File: config.mk
export PLATFORM = sky130hd
export DESIGN_NAME = sorted_set_statistics_top
export DESIGN_NICKNAME = d
export VERILOG_FILES = /design/src/hw/rtl/sss_pkg.sv /design/src/hw/rtl/sorted_set_statistics_top.sv /design/src/hw/rtl/sss_front.sv /design/src/hw/rtl/sss_queue.sv /design/src/hw/rtl/sss_div.sv /design/src/hw/rtl/sss_back.sv
export SDC_FILE = /design/constraint.sdc
export NUM_CORES = 2
export LEC_CHECK = 0
export BUFFER_PORTS_ARGS = -buffer_cell sky130_fd_sc_hd__buf_2
export CAP_MARGIN = 20
export CORE_MARGIN = 10
export CORE_UTILIZATION = 45
export DETAILED_ROUTE_END_ITERATION = 10
export PLACE_DENSITY = 0.6
export SLEW_MARGIN = 20
export SYNTH_ARGS = -nofsm -noshare
export SYNTH_HDL_FRONTEND = slang
export SYNTH_SLANG_ARGS = --single-unit
File: constraint.sdc
create_clock -name clk_i -period 6.33 [get_ports clk_i]
set_input_delay 0.3165 -clock clk_i [delete_from_list [all_inputs] [get_ports clk_i]]
set_output_delay 0.3165 -clock clk_i [all_outputs]
set_load 0.05 [all_outputs]
File: src/hw/rtl/sss_pkg.sv
`timescale 1ns / 1ps
`default_nettype none
// ----------------------------------------------------------------------------
// Sorted set statistics package
// Shared widths, word types, back-end states and divider interface types.
// ----------------------------------------------------------------------------
package sss_pkg;

  localparam int unsigned VAL_W       = 8;
  localparam int unsigned CNT_W       = 7;
  localparam int unsigned SUM_W       = 14;
  localparam int unsigned MAX_ITEMS   = 64;
  localparam int unsigned QUEUE_DEPTH = 4;

  typedef struct packed {
    logic [VAL_W-1:0] value_in;
    logic             last_in;
  } in_word_t;

  typedef struct packed {
    logic [VAL_W-1:0] sorted_value;
    logic             last_out;
    logic [VAL_W-1:0] minimum;
    logic [VAL_W-1:0] maximum;
    logic [VAL_W-1:0] average;
    logic [VAL_W-1:0] middle_value;
  } out_word_t;

  typedef struct packed {
    logic [VAL_W-1:0] value;
    logic             set_end;
  } queue_entry_t;

  typedef struct packed {
    logic             start;
    logic [SUM_W-1:0] dividend;
    logic [CNT_W-1:0] divisor;
  } div_req_t;

  typedef struct packed {
    logic             done;
    logic [VAL_W-1:0] quotient;
  } div_rsp_t;

  typedef enum logic [1:0] {
    ST_LOAD,
    ST_SEEK,
    ST_STATS,
    ST_EMIT
  } back_state_e;

endpackage

`default_nettype wire

File: src/hw/rtl/sorted_set_statistics_top.sv
`timescale 1ns / 1ps
`default_nettype none
// ----------------------------------------------------------------------------
// Sorted set statistics
// Collects a set of bytes and returns it in descending order with the set's
// minimum, maximum, truncated mean and median on every word.
//
// Input words carry a byte and a last flag. The word with the last flag, or
// the word that fills the MaxItems store, ends the set. Input is taken one
// word per cycle while the queue has room; the queue drains into the
// insertion sorter at one word per cycle while the back end is loading.
// After the ending word reaches the sorter, one pass over the n held values
// picks out the median, the mean comes from a serial divider running
// alongside, and then the n sorted words leave one per cycle while the
// receiver does not stall. The front end keeps taking words for the next set
// into the queue meanwhile.
// Output words sit in a register; while the receiver stalls, the word holds
// and emission pauses. Reset empties the queue, the sorter and the output.
// ----------------------------------------------------------------------------
module sorted_set_statistics_top #(
  parameter int unsigned MaxItems   = sss_pkg::MAX_ITEMS,
  parameter int unsigned QueueDepth = sss_pkg::QUEUE_DEPTH
) (
  input  wire logic               clk_i,
  input  wire logic               rst_ni,
  input  wire logic               in_valid_i,
  input  wire sss_pkg::in_word_t  in_word_i,
  output logic                    in_stall_o,
  output logic                    out_valid_o,
  output sss_pkg::out_word_t      out_word_o,
  input  wire logic               out_stall_i
);

  sss_pkg::queue_entry_t push_data, pop_data;
  sss_pkg::div_req_t     div_req;
  sss_pkg::div_rsp_t     div_rsp;
  logic push, pop, full, empty;

  sss_front #(
    .MaxItems (MaxItems)
  ) u_front (
    .clk_i       (clk_i),
    .rst_ni      (rst_ni),
    .in_valid_i  (in_valid_i),
    .in_word_i   (in_word_i),
    .in_stall_o  (in_stall_o),
    .push_o      (push),
    .push_data_o (push_data),
    .full_i      (full)
  );

  sss_queue #(
    .Depth (QueueDepth)
  ) u_queue (
    .clk_i       (clk_i),
    .rst_ni      (rst_ni),
    .push_i      (push),
    .push_data_i (push_data),
    .pop_i       (pop),
    .pop_data_o  (pop_data),
    .full_o      (full),
    .empty_o     (empty)
  );

  sss_div u_div (
    .clk_i  (clk_i),
    .rst_ni (rst_ni),
    .req_i  (div_req),
    .rsp_o  (div_rsp)
  );

  sss_back #(
    .MaxItems (MaxItems)
  ) u_back (
    .clk_i       (clk_i),
    .rst_ni      (rst_ni),
    .pop_data_i  (pop_data),
    .empty_i     (empty),
    .pop_o       (pop),
    .div_req_o   (div_req),
    .div_rsp_i   (div_rsp),
    .out_valid_o (out_valid_o),
    .out_word_o  (out_word_o),
    .out_stall_i (out_stall_i)
  );

  a_min_le_max: assert property (@(posedge clk_i) disable iff (!rst_ni)
    out_valid_o |-> (out_word_o.minimum <= out_word_o.maximum))
    else $error("minimum above maximum");

  a_value_in_range: assert property (@(posedge clk_i) disable iff (!rst_ni)
    out_valid_o |-> (out_word_o.sorted_value >= out_word_o.minimum &&
                     out_word_o.sorted_value <= out_word_o.maximum))
    else $error("sorted value outside the set range");

  a_median_in_range: assert property (@(posedge clk_i) disable iff (!rst_ni)
    out_valid_o |-> (out_word_o.middle_value >= out_word_o.minimum &&
                     out_word_o.middle_value <= out_word_o.maximum))
    else $error("median outside the set range");

  a_emit_unbroken: assert property (@(posedge clk_i) disable iff (!rst_ni)
    (out_valid_o && !out_stall_i && !out_word_o.last_out) |=> out_valid_o)
    else $error("gap inside an emitted set");

endmodule

`default_nettype wire

File: src/hw/rtl/sss_front.sv
`timescale 1ns / 1ps
`default_nettype none
// ----------------------------------------------------------------------------
// Sorted set statistics front end
// Accepts input words, tracks the set length and marks the word that ends
// a set, either by its last flag or because the store is full.
// ----------------------------------------------------------------------------
module sss_front #(
  parameter int unsigned MaxItems = sss_pkg::MAX_ITEMS
) (
  input  wire logic                  clk_i,
  input  wire logic                  rst_ni,
  input  wire logic                  in_valid_i,
  input  wire sss_pkg::in_word_t     in_word_i,
  output logic                       in_stall_o,
  output logic                       push_o,
  output sss_pkg::queue_entry_t      push_data_o,
  input  wire logic                  full_i
);

  localparam int unsigned CntW = $clog2(MaxItems + 1);

  logic [CntW-1:0] cnt_q, cnt_d;
  logic            set_end;

  assign in_stall_o = full_i;
  assign push_o     = in_valid_i && !full_i;
  assign set_end    = in_word_i.last_in || (cnt_q == CntW'(MaxItems - 1));

  assign push_data_o.value   = in_word_i.value_in;
  assign push_data_o.set_end = set_end;

  always_comb begin
    cnt_d = cnt_q;
    if (push_o) begin
      cnt_d = set_end ? '0 : cnt_q + CntW'(1);
    end
  end

  always_ff @(posedge clk_i or negedge rst_ni) begin
    if (!rst_ni) begin
      cnt_q <= '0;
    end else begin
      cnt_q <= cnt_d;
    end
  end

endmodule

`default_nettype wire

File: src/hw/rtl/sss_queue.sv
`timescale 1ns / 1ps
`default_nettype none
// ----------------------------------------------------------------------------
// Sorted set statistics queue
// Small first-in first-out buffer between the front end and the back end.
// ----------------------------------------------------------------------------
module sss_queue #(
  parameter int unsigned Depth = sss_pkg::QUEUE_DEPTH
) (
  input  wire logic                  clk_i,
  input  wire logic                  rst_ni,
  input  wire logic                  push_i,
  input  wire sss_pkg::queue_entry_t push_data_i,
  input  wire logic                  pop_i,
  output sss_pkg::queue_entry_t      pop_data_o,
  output logic                       full_o,
  output logic                       empty_o
);

  localparam int unsigned PtrW = (Depth > 1) ? $clog2(Depth) : 1;
  localparam int unsigned LvlW = $clog2(Depth + 1);

  sss_pkg::queue_entry_t mem_q [Depth];
  logic [PtrW-1:0] wr_q, wr_d, rd_q, rd_d;
  logic [LvlW-1:0] lvl_q, lvl_d;
  logic            do_push, do_pop;

  assign full_o     = (lvl_q == LvlW'(Depth));
  assign empty_o    = (lvl_q == '0);
  assign do_push    = push_i && !full_o;
  assign do_pop     = pop_i && !empty_o;
  assign pop_data_o = mem_q[rd_q];

  always_comb begin
    wr_d  = wr_q;
    rd_d  = rd_q;
    lvl_d = lvl_q;
    if (do_push) begin
      wr_d = (wr_q == PtrW'(Depth - 1)) ? '0 : wr_q + PtrW'(1);
    end
    if (do_pop) begin
      rd_d = (rd_q == PtrW'(Depth - 1)) ? '0 : rd_q + PtrW'(1);
    end
    if (do_push && !do_pop) begin
      lvl_d = lvl_q + LvlW'(1);
    end else if (do_pop && !do_push) begin
      lvl_d = lvl_q - LvlW'(1);
    end
  end

  always_ff @(posedge clk_i) begin
    if (do_push) begin
      mem_q[wr_q] <= push_data_i;
    end
  end

  always_ff @(posedge clk_i or negedge rst_ni) begin
    if (!rst_ni) begin
      wr_q  <= '0;
      rd_q  <= '0;
      lvl_q <= '0;
    end else begin
      wr_q  <= wr_d;
      rd_q  <= rd_d;
      lvl_q <= lvl_d;
    end
  end

endmodule

`default_nettype wire

File: src/hw/rtl/sss_div.sv
`timescale 1ns / 1ps
`default_nettype none
// ----------------------------------------------------------------------------
// Sorted set statistics divider
// Restoring divider, one quotient bit per cycle, for the set mean.
// ----------------------------------------------------------------------------
module sss_div (
  input  wire logic              clk_i,
  input  wire logic              rst_ni,
  input  wire sss_pkg::div_req_t req_i,
  output sss_pkg::div_rsp_t      rsp_o
);

  localparam int unsigned SumW  = sss_pkg::SUM_W;
  localparam int unsigned CntW  = sss_pkg::CNT_W;
  localparam int unsigned StepW = $clog2(SumW + 1);

  logic [SumW-1:0]  quo_q, quo_d;
  logic [CntW-1:0]  rem_q, rem_d;
  logic [CntW-1:0]  dvs_q, dvs_d;
  logic [StepW-1:0] step_q, step_d;
  logic             busy_q, busy_d;
  logic             done_q, done_d;
  logic [CntW:0]    rem_sh;
  logic [CntW:0]    diff;
  logic             ge;

  assign rem_sh = {rem_q, quo_q[SumW-1]};
  assign ge     = (rem_sh >= {1'b0, dvs_q});
  assign diff   = rem_sh - {1'b0, dvs_q};

  assign rsp_o.done     = done_q;
  assign rsp_o.quotient = quo_q[sss_pkg::VAL_W-1:0];

  always_comb begin
    quo_d  = quo_q;
    rem_d  = rem_q;
    dvs_d  = dvs_q;
    step_d = step_q;
    busy_d = busy_q;
    done_d = done_q;
    if (req_i.start) begin
      quo_d  = req_i.dividend;
      rem_d  = '0;
      dvs_d  = req_i.divisor;
      step_d = StepW'(SumW);
      busy_d = 1'b1;
      done_d = 1'b0;
    end else if (busy_q) begin
      quo_d  = {quo_q[SumW-2:0], ge};
      rem_d  = ge ? diff[CntW-1:0] : rem_sh[CntW-1:0];
      step_d = step_q - StepW'(1);
      if (step_q == StepW'(1)) begin
        busy_d = 1'b0;
        done_d = 1'b1;
      end
    end
  end

  always_ff @(posedge clk_i) begin
    quo_q <= quo_d;
    rem_q <= rem_d;
    dvs_q <= dvs_d;
  end

  always_ff @(posedge clk_i or negedge rst_ni) begin
    if (!rst_ni) begin
      step_q <= '0;
      busy_q <= 1'b0;
      done_q <= 1'b0;
    end else begin
      step_q <= step_d;
      busy_q <= busy_d;
      done_q <= done_d;
    end
  end

endmodule

`default_nettype wire

File: src/hw/rtl/sss_back.sv
`timescale 1ns / 1ps
`default_nettype none
// ----------------------------------------------------------------------------
// Sorted set statistics back end
// Insertion sorter cells, running statistics, median pass and output stage.
// ----------------------------------------------------------------------------
module sss_back #(
  parameter int unsigned MaxItems = sss_pkg::MAX_ITEMS
) (
  input  wire logic                  clk_i,
  input  wire logic                  rst_ni,
  input  wire sss_pkg::queue_entry_t pop_data_i,
  input  wire logic                  empty_i,
  output logic                       pop_o,
  output sss_pkg::div_req_t          div_req_o,
  input  wire sss_pkg::div_rsp_t     div_rsp_i,
  output logic                       out_valid_o,
  output sss_pkg::out_word_t         out_word_o,
  input  wire logic                  out_stall_i
);

  localparam int unsigned CntW = $clog2(MaxItems + 1);
  localparam int unsigned ValW = sss_pkg::VAL_W;
  localparam int unsigned SumW = sss_pkg::SUM_W;

  logic [ValW-1:0] cell_q [MaxItems];
  logic [ValW-1:0] cell_d [MaxItems];
  logic [MaxItems-1:0] gt;

  sss_pkg::back_state_e state_q, state_d;
  logic [CntW-1:0] n_q, n_d, k_q, k_d, half, n_new;
  logic [SumW-1:0] sum_q, sum_d, sum_new;
  logic [ValW-1:0] min_q, min_d, max_q, max_d;
  logic [ValW-1:0] mid_hi_q, mid_hi_d, mid_lo_q, mid_lo_d;
  logic [ValW-1:0] avg_q, avg_d, med_q, med_d;
  logic [ValW:0]   mid_sum;
  sss_pkg::out_word_t out_q, out_d;
  logic            out_valid_q, out_valid_d;
  logic            do_insert, do_rotate, out_free, k_last;
  logic [ValW-1:0] v;

  assign v        = pop_data_i.value;
  assign half     = n_q >> 1;
  assign n_new    = n_q + CntW'(1);
  assign sum_new  = sum_q + SumW'(v);
  assign mid_sum  = {1'b0, mid_hi_q} + {1'b0, mid_lo_q};
  assign out_free = !out_valid_q || !out_stall_i;
  assign k_last   = (k_q + CntW'(1) == n_q);

  assign pop_o     = (state_q == sss_pkg::ST_LOAD) && !empty_i;
  assign do_insert = pop_o;
  assign do_rotate = (state_q == sss_pkg::ST_SEEK) ||
                     ((state_q == sss_pkg::ST_EMIT) && out_free);

  assign div_req_o.start    = do_insert && pop_data_i.set_end;
  assign div_req_o.dividend = sum_new;
  assign div_req_o.divisor  = sss_pkg::CNT_W'(n_new);

  assign out_valid_o = out_valid_q;
  assign out_word_o  = out_q;

  always_comb begin
    for (int i = 0; i < MaxItems; i++) begin
      gt[i] = (CntW'(i) >= n_q) || (v > cell_q[i]);
    end
  end

  always_comb begin
    for (int i = 0; i < MaxItems; i++) begin
      cell_d[i] = cell_q[i];
    end
    if (do_insert) begin
      cell_d[0] = gt[0] ? v : cell_q[0];
      for (int i = 1; i < MaxItems; i++) begin
        if (gt[i]) begin
          cell_d[i] = gt[i-1] ? cell_q[i-1] : v;
        end
      end
    end else if (do_rotate) begin
      for (int i = 0; i < MaxItems - 1; i++) begin
        cell_d[i] = (CntW'(i + 1) == n_q) ? cell_q[0] : cell_q[i+1];
      end
      cell_d[MaxItems-1] = cell_q[0];
    end
  end

  always_comb begin
    state_d     = state_q;
    n_d         = n_q;
    k_d         = k_q;
    sum_d       = sum_q;
    min_d       = min_q;
    max_d       = max_q;
    mid_hi_d    = mid_hi_q;
    mid_lo_d    = mid_lo_q;
    avg_d       = avg_q;
    med_d       = med_q;
    out_d       = out_q;
    out_valid_d = out_valid_q && out_stall_i;
    case (state_q)
      sss_pkg::ST_LOAD: begin
        if (do_insert) begin
          n_d   = n_new;
          sum_d = sum_new;
          min_d = (n_q == '0 || v < min_q) ? v : min_q;
          max_d = (n_q == '0 || v > max_q) ? v : max_q;
          if (pop_data_i.set_end) begin
            k_d     = '0;
            state_d = sss_pkg::ST_SEEK;
          end
        end
      end
      sss_pkg::ST_SEEK: begin
        if (k_q + CntW'(1) == half) begin
          mid_hi_d = cell_q[0];
        end
        if (k_q == half) begin
          mid_lo_d = cell_q[0];
        end
        k_d = k_q + CntW'(1);
        if (k_last) begin
          k_d     = '0;
          state_d = sss_pkg::ST_STATS;
        end
      end
      sss_pkg::ST_STATS: begin
        if (div_rsp_i.done) begin
          avg_d   = div_rsp_i.quotient;
          med_d   = n_q[0] ? mid_lo_q : mid_sum[ValW:1];
          state_d = sss_pkg::ST_EMIT;
        end
      end
      sss_pkg::ST_EMIT: begin
        if (out_free) begin
          out_d.sorted_value = cell_q[0];
          out_d.last_out     = k_last;
          out_d.minimum      = min_q;
          out_d.maximum      = max_q;
          out_d.average      = avg_q;
          out_d.middle_value = med_q;
          out_valid_d        = 1'b1;
          k_d                = k_q + CntW'(1);
          if (k_last) begin
            k_d     = '0;
            n_d     = '0;
            sum_d   = '0;
            state_d = sss_pkg::ST_LOAD;
          end
        end
      end
      default: begin
        state_d = sss_pkg::ST_LOAD;
      end
    endcase
  end

  always_ff @(posedge clk_i) begin
    for (int i = 0; i < MaxItems; i++) begin
      cell_q[i] <= cell_d[i];
    end
    min_q    <= min_d;
    max_q    <= max_d;
    mid_hi_q <= mid_hi_d;
    mid_lo_q <= mid_lo_d;
    avg_q    <= avg_d;
    med_q    <= med_d;
    out_q    <= out_d;
  end

  always_ff @(posedge clk_i or negedge rst_ni) begin
    if (!rst_ni) begin
      state_q     <= sss_pkg::ST_LOAD;
      n_q         <= '0;
      k_q         <= '0;
      sum_q       <= '0;
      out_valid_q <= 1'b0;
    end else begin
      state_q     <= state_d;
      n_q         <= n_d;
      k_q         <= k_d;
      sum_q       <= sum_d;
      out_valid_q <= out_valid_d;
    end
  end

endmodule

`default_nettype wire
==> flow_metrics.py <==
metrics = {
    "status": {
        "status": "completed",
    },
    "worst_hold_path": {
        "min_from": "in_valid_i",
        "worst_hold_path_type": "input pin to flip-flop",
        "min_to": "u_front.cnt_q[1]$_DFFE_PN0P_",
        "hold_path_depth": 4,
    },
    "sta": {
        "fin_ws_ns": 1.359,
        "worst_pin_slew_ns": 1.174,
        "max_freq_mhz": 201.1,
        "hold_viol": 0,
        "timing.setup.tns_ns": 0,
        "min_period_ns": 4.971,
        "final.setup_skew_ns": 0.05431,
        "drv_slew": 0,
        "finalSetupViolCount": 0,
        "rsz0062_at_grt": "no",
        "slew_headroom_pct": 21.41,
        "timing.final.crit_share_pct": 78.54,
    },
    "clocking": {
        "clockBufferDepth": 3,
        "cts_made_buffers": 86,
        "h-tree-depth": 3,
        "cts.clk_slew.worst_paths_ns": 0.06,
        "clock-root-buffer": "clkbuf_16",
        "ctsResizeCount": 0,
        "clock_latency_ns": 0.72,
        "clkSinkCount": 716,
        "cts_tree": "done",
    },
    "synthesis": {
        "yosysTopAreaCellShare_pct": 35.77,
        "ys.flop_type": "edfxtp_1",
        "synth_enable_flop_cells": 658,
        "synth_top_area_cell": "edfxtp_1",
        "yosys_warnings": 0,
        "ys_ff_latch": 716,
        "syn_inst": 5804,
        "seq_area_frac_synth_pct": 38.33,
        "synth_area_mm2": 0.05524,
        "avgSynthCellArea_um2": 9.518,
        "async_flop_share_pct": 7.123,
        "synth.top_cells.by_area": "edfxtp_1, ha_1, o221a_2",
        "syn-num-nets": 6389,
        "ys_types": 94,
    },
    "layout": {
        "layout-drive-gt1-share_pct": 11.54,
        "syn_to_final_growth_pct": 8.874,
        "fin_nets": 6262,
        "fin_util_pct": 49.35,
    },
    "die": {
        "die_area_mm2": 0.1372,
        "rows": 128,
        "core_mm2": 0.1219,
        "die_y_um": 370.4,
        "pin_count": 56,
        "initial_core_util_pct": 45.33,
        "fp.dieW_um": 370.4,
    },
    "drt": {
        "wire_per_inst_um": 28.26,
        "finalWirelength_um": 208400,
        "ant_nets": 0,
        "drt_iter0_drc": 5930,
        "drt_first_pass_iters": 6,
        "vias": 49210,
        "drc": 0,
        "viasPerCell": 6.674,
    },
    "worst_setup_path": {
        "r2r_end": "u_back.cell_q[1][11]$_DFFE_PP_",
        "required_ns": 6.68,
        "cp.arrival_ns": 5.32,
        "endpoint_kind": "flip-flop",
        "reg2regPathDepth": 11,
        "worstPathMaxFanout": 58,
        "start_kind": "flip-flop",
        "regToRegSetupSlack_ns": 1.36,
        "reg2reg_from": "u_queue.rd_q[1]$_DFFE_PN0P_",
        "critical_path_class": "flip-flop to flip-flop",
    },
    "global_routing": {
        "grt_pass1_wl_um": 302800,
        "grt_max_degree": 222,
        "grt_overflow_total": 0,
        "grt_pass1_vias": 46120,
        "antenna_found_initial": 4,
        "groute.usage.overall_pct": 29.04,
    },
    "place": {
        "pre_cts_slack_ns": 1.430,
        "gp_congestion": 0.9274,
        "hpwl_um": 135500,
        "portBuffers": 55,
    },
    "run": {
        "maxCapViolations": 0,
    },
}
==> worst max-delay path: stages (launching register included) <==
cell and delay [ns]:
dfrtp_1 0.96, mux2i_1 0.17, mux2_2 0.40, inv_6 0.64, buf_4 0.49, ha_1 0.31, nor2b_1 0.13, o21a_1 0.16
o2111ai_1 0.18, a31oi_1 0.13, o21ai_1 0.58, nand2_1 0.38
==> state kept, by name (all words and copies together) (netlist names), 7 cells and up <==
name	cells
u_div.rem_q	7
u_div.quo_q	14
u_div.dvs_q	7
u_back.max_q	8
u_back.out_word_o	41
u_back.mid_lo_q	8
u_back.sum_q	14
u_queue.mem_q	36
u_back.n_q	7
u_back.mid_hi_q	8
u_back.avg_q	8
u_back.cell_q	512
u_back.med_q	8
u_back.k_q	7
u_back.min_q	8
u_front.cnt_q	7
==> repair_timing <==
item | 4_1_cts | 5_1_grt
hold buffers | 11 | 0
endpoints found under the hold margin | 87 | 0
buffers inserted | 0 | 0
==> worst max-delay path by stage <==
stage / startpoint / end / slack (ns)
after floorplan: u_queue.rd_q[1]$_DFFE_PN0P_ / u_back.cell_q[1][56]$_DFFE_PP_ / 0.58
after global placement: u_queue.rd_q[1]$_DFFE_PN0P_ / u_back.cell_q[1][125]$_DFFE_PP_ / 1.59
after detailed placement: u_queue.rd_q[1]$_DFFE_PN0P_ / u_back.cell_q[0][217]$_DFFE_PP_ / 1.43
after CTS: u_queue.rd_q[1]$_DFFE_PN0P_ / u_back.cell_q[0][235]$_DFFE_PP_ / 1.39
after global routing: u_queue.rd_q[1]$_DFFE_PN0P_ / u_back.cell_q[1][223]$_DFFE_PP_ / 1.13
final: u_queue.rd_q[1]$_DFFE_PN0P_ / u_back.cell_q[1][11]$_DFFE_PP_ / 1.36
==> synthesized netlist by cell type (63+ instances only) <==
library cell,number
o21ai_0,191
nand4_1,320
buf_2,87
a21o_1,113
nor2b_1,126
o221a_2,209
inv_1,506
a21oi_1,162
nand3_1,66
nand2_1,434
a211oi_1,160
o31ai_1,206
ha_1,568
clkbuf_1,237
edfxtp_1,658
nor2_1,393
o211ai_1,212
mux2i_1,165
buf_1,63
a31oi_1,203
o21a_1,139
==> cells in the final DEF, fill, tap and decap left out, drive strengths merged, types with 27 or more instances in the layout <==
| master | n |
|---|---|
| o31ai | 207 |
| a21oi | 162 |
| inv | 523 |
| o21a | 139 |
| or2 | 38 |
| dfrtp | 51 |
| o221a | 210 |
| o21ai | 230 |
| nor2b | 126 |
| buf | 168 |
| o211ai | 212 |
| nor3 | 61 |
| a211oi | 161 |
| ha | 568 |
| a31oi | 203 |
| nand3 | 68 |
| nand2 | 436 |
| nand4 | 320 |
| o22ai | 38 |
| edfxtp | 658 |
| nor2 | 400 |
| clkbuf | 105 |
| a21o | 113 |
| clkinv | 27 |
| mux2i | 165 |
==> area by class of cell <==
type	instances	area, um^2
Antenna cell	3	7.507
Clock buffer	104	2281
Clock inverter	52	685.7
Fill cell	11310	61730
Inverter	521	2003
Multi-Input combinational cell	4172	30620
Sequential cell	716	21180
Tap cell	1625	2033
Timing Repair Buffer	180	1341
==> routing by layer <==
| metal | share of wire [%] | up-vias | track usage (%) |
|---|---|---|---|
| met3 | 11 | 674 | 6.071 |
| met1 | 40 | 23530 | 38.30 |
| met5 | 0.0062 | - | 0 |
| met2 | 43 | 2954 | 44.12 |
| met4 | 6.1 | 2 | 16.18 |
| li1 | - | 22050 | - |
==> per-stage QoR <==
step / instances / instance area (um^2) / hold WS, ns
floorplan: 5804 / 55250 / 0.02091
global placement: 7198 / 57010 / 0.4023
detailed placement: 7199 / 57030 / 0.4084
CTS: 7366 / 60110 / 0.04461
global route: 7370 / 60140 / 0.08933
finish: 7373 / 60150 / 0.06291
==> cells by family after synthesis <==
| group | synth area share (%) |
|---|---|
| buf+inv | 6.493 |
| fa+ha+maj | 13.01 |
| flops | 38.33 |
| mux | 3.506 |
| simple gates | 13.84 |
| xor+xnor | 0.6659 |
| compound gates | 24.15 |
Power is not shown: default switching activity piles up to over one toggle a cycle in this logic, so the estimate is an artifact.
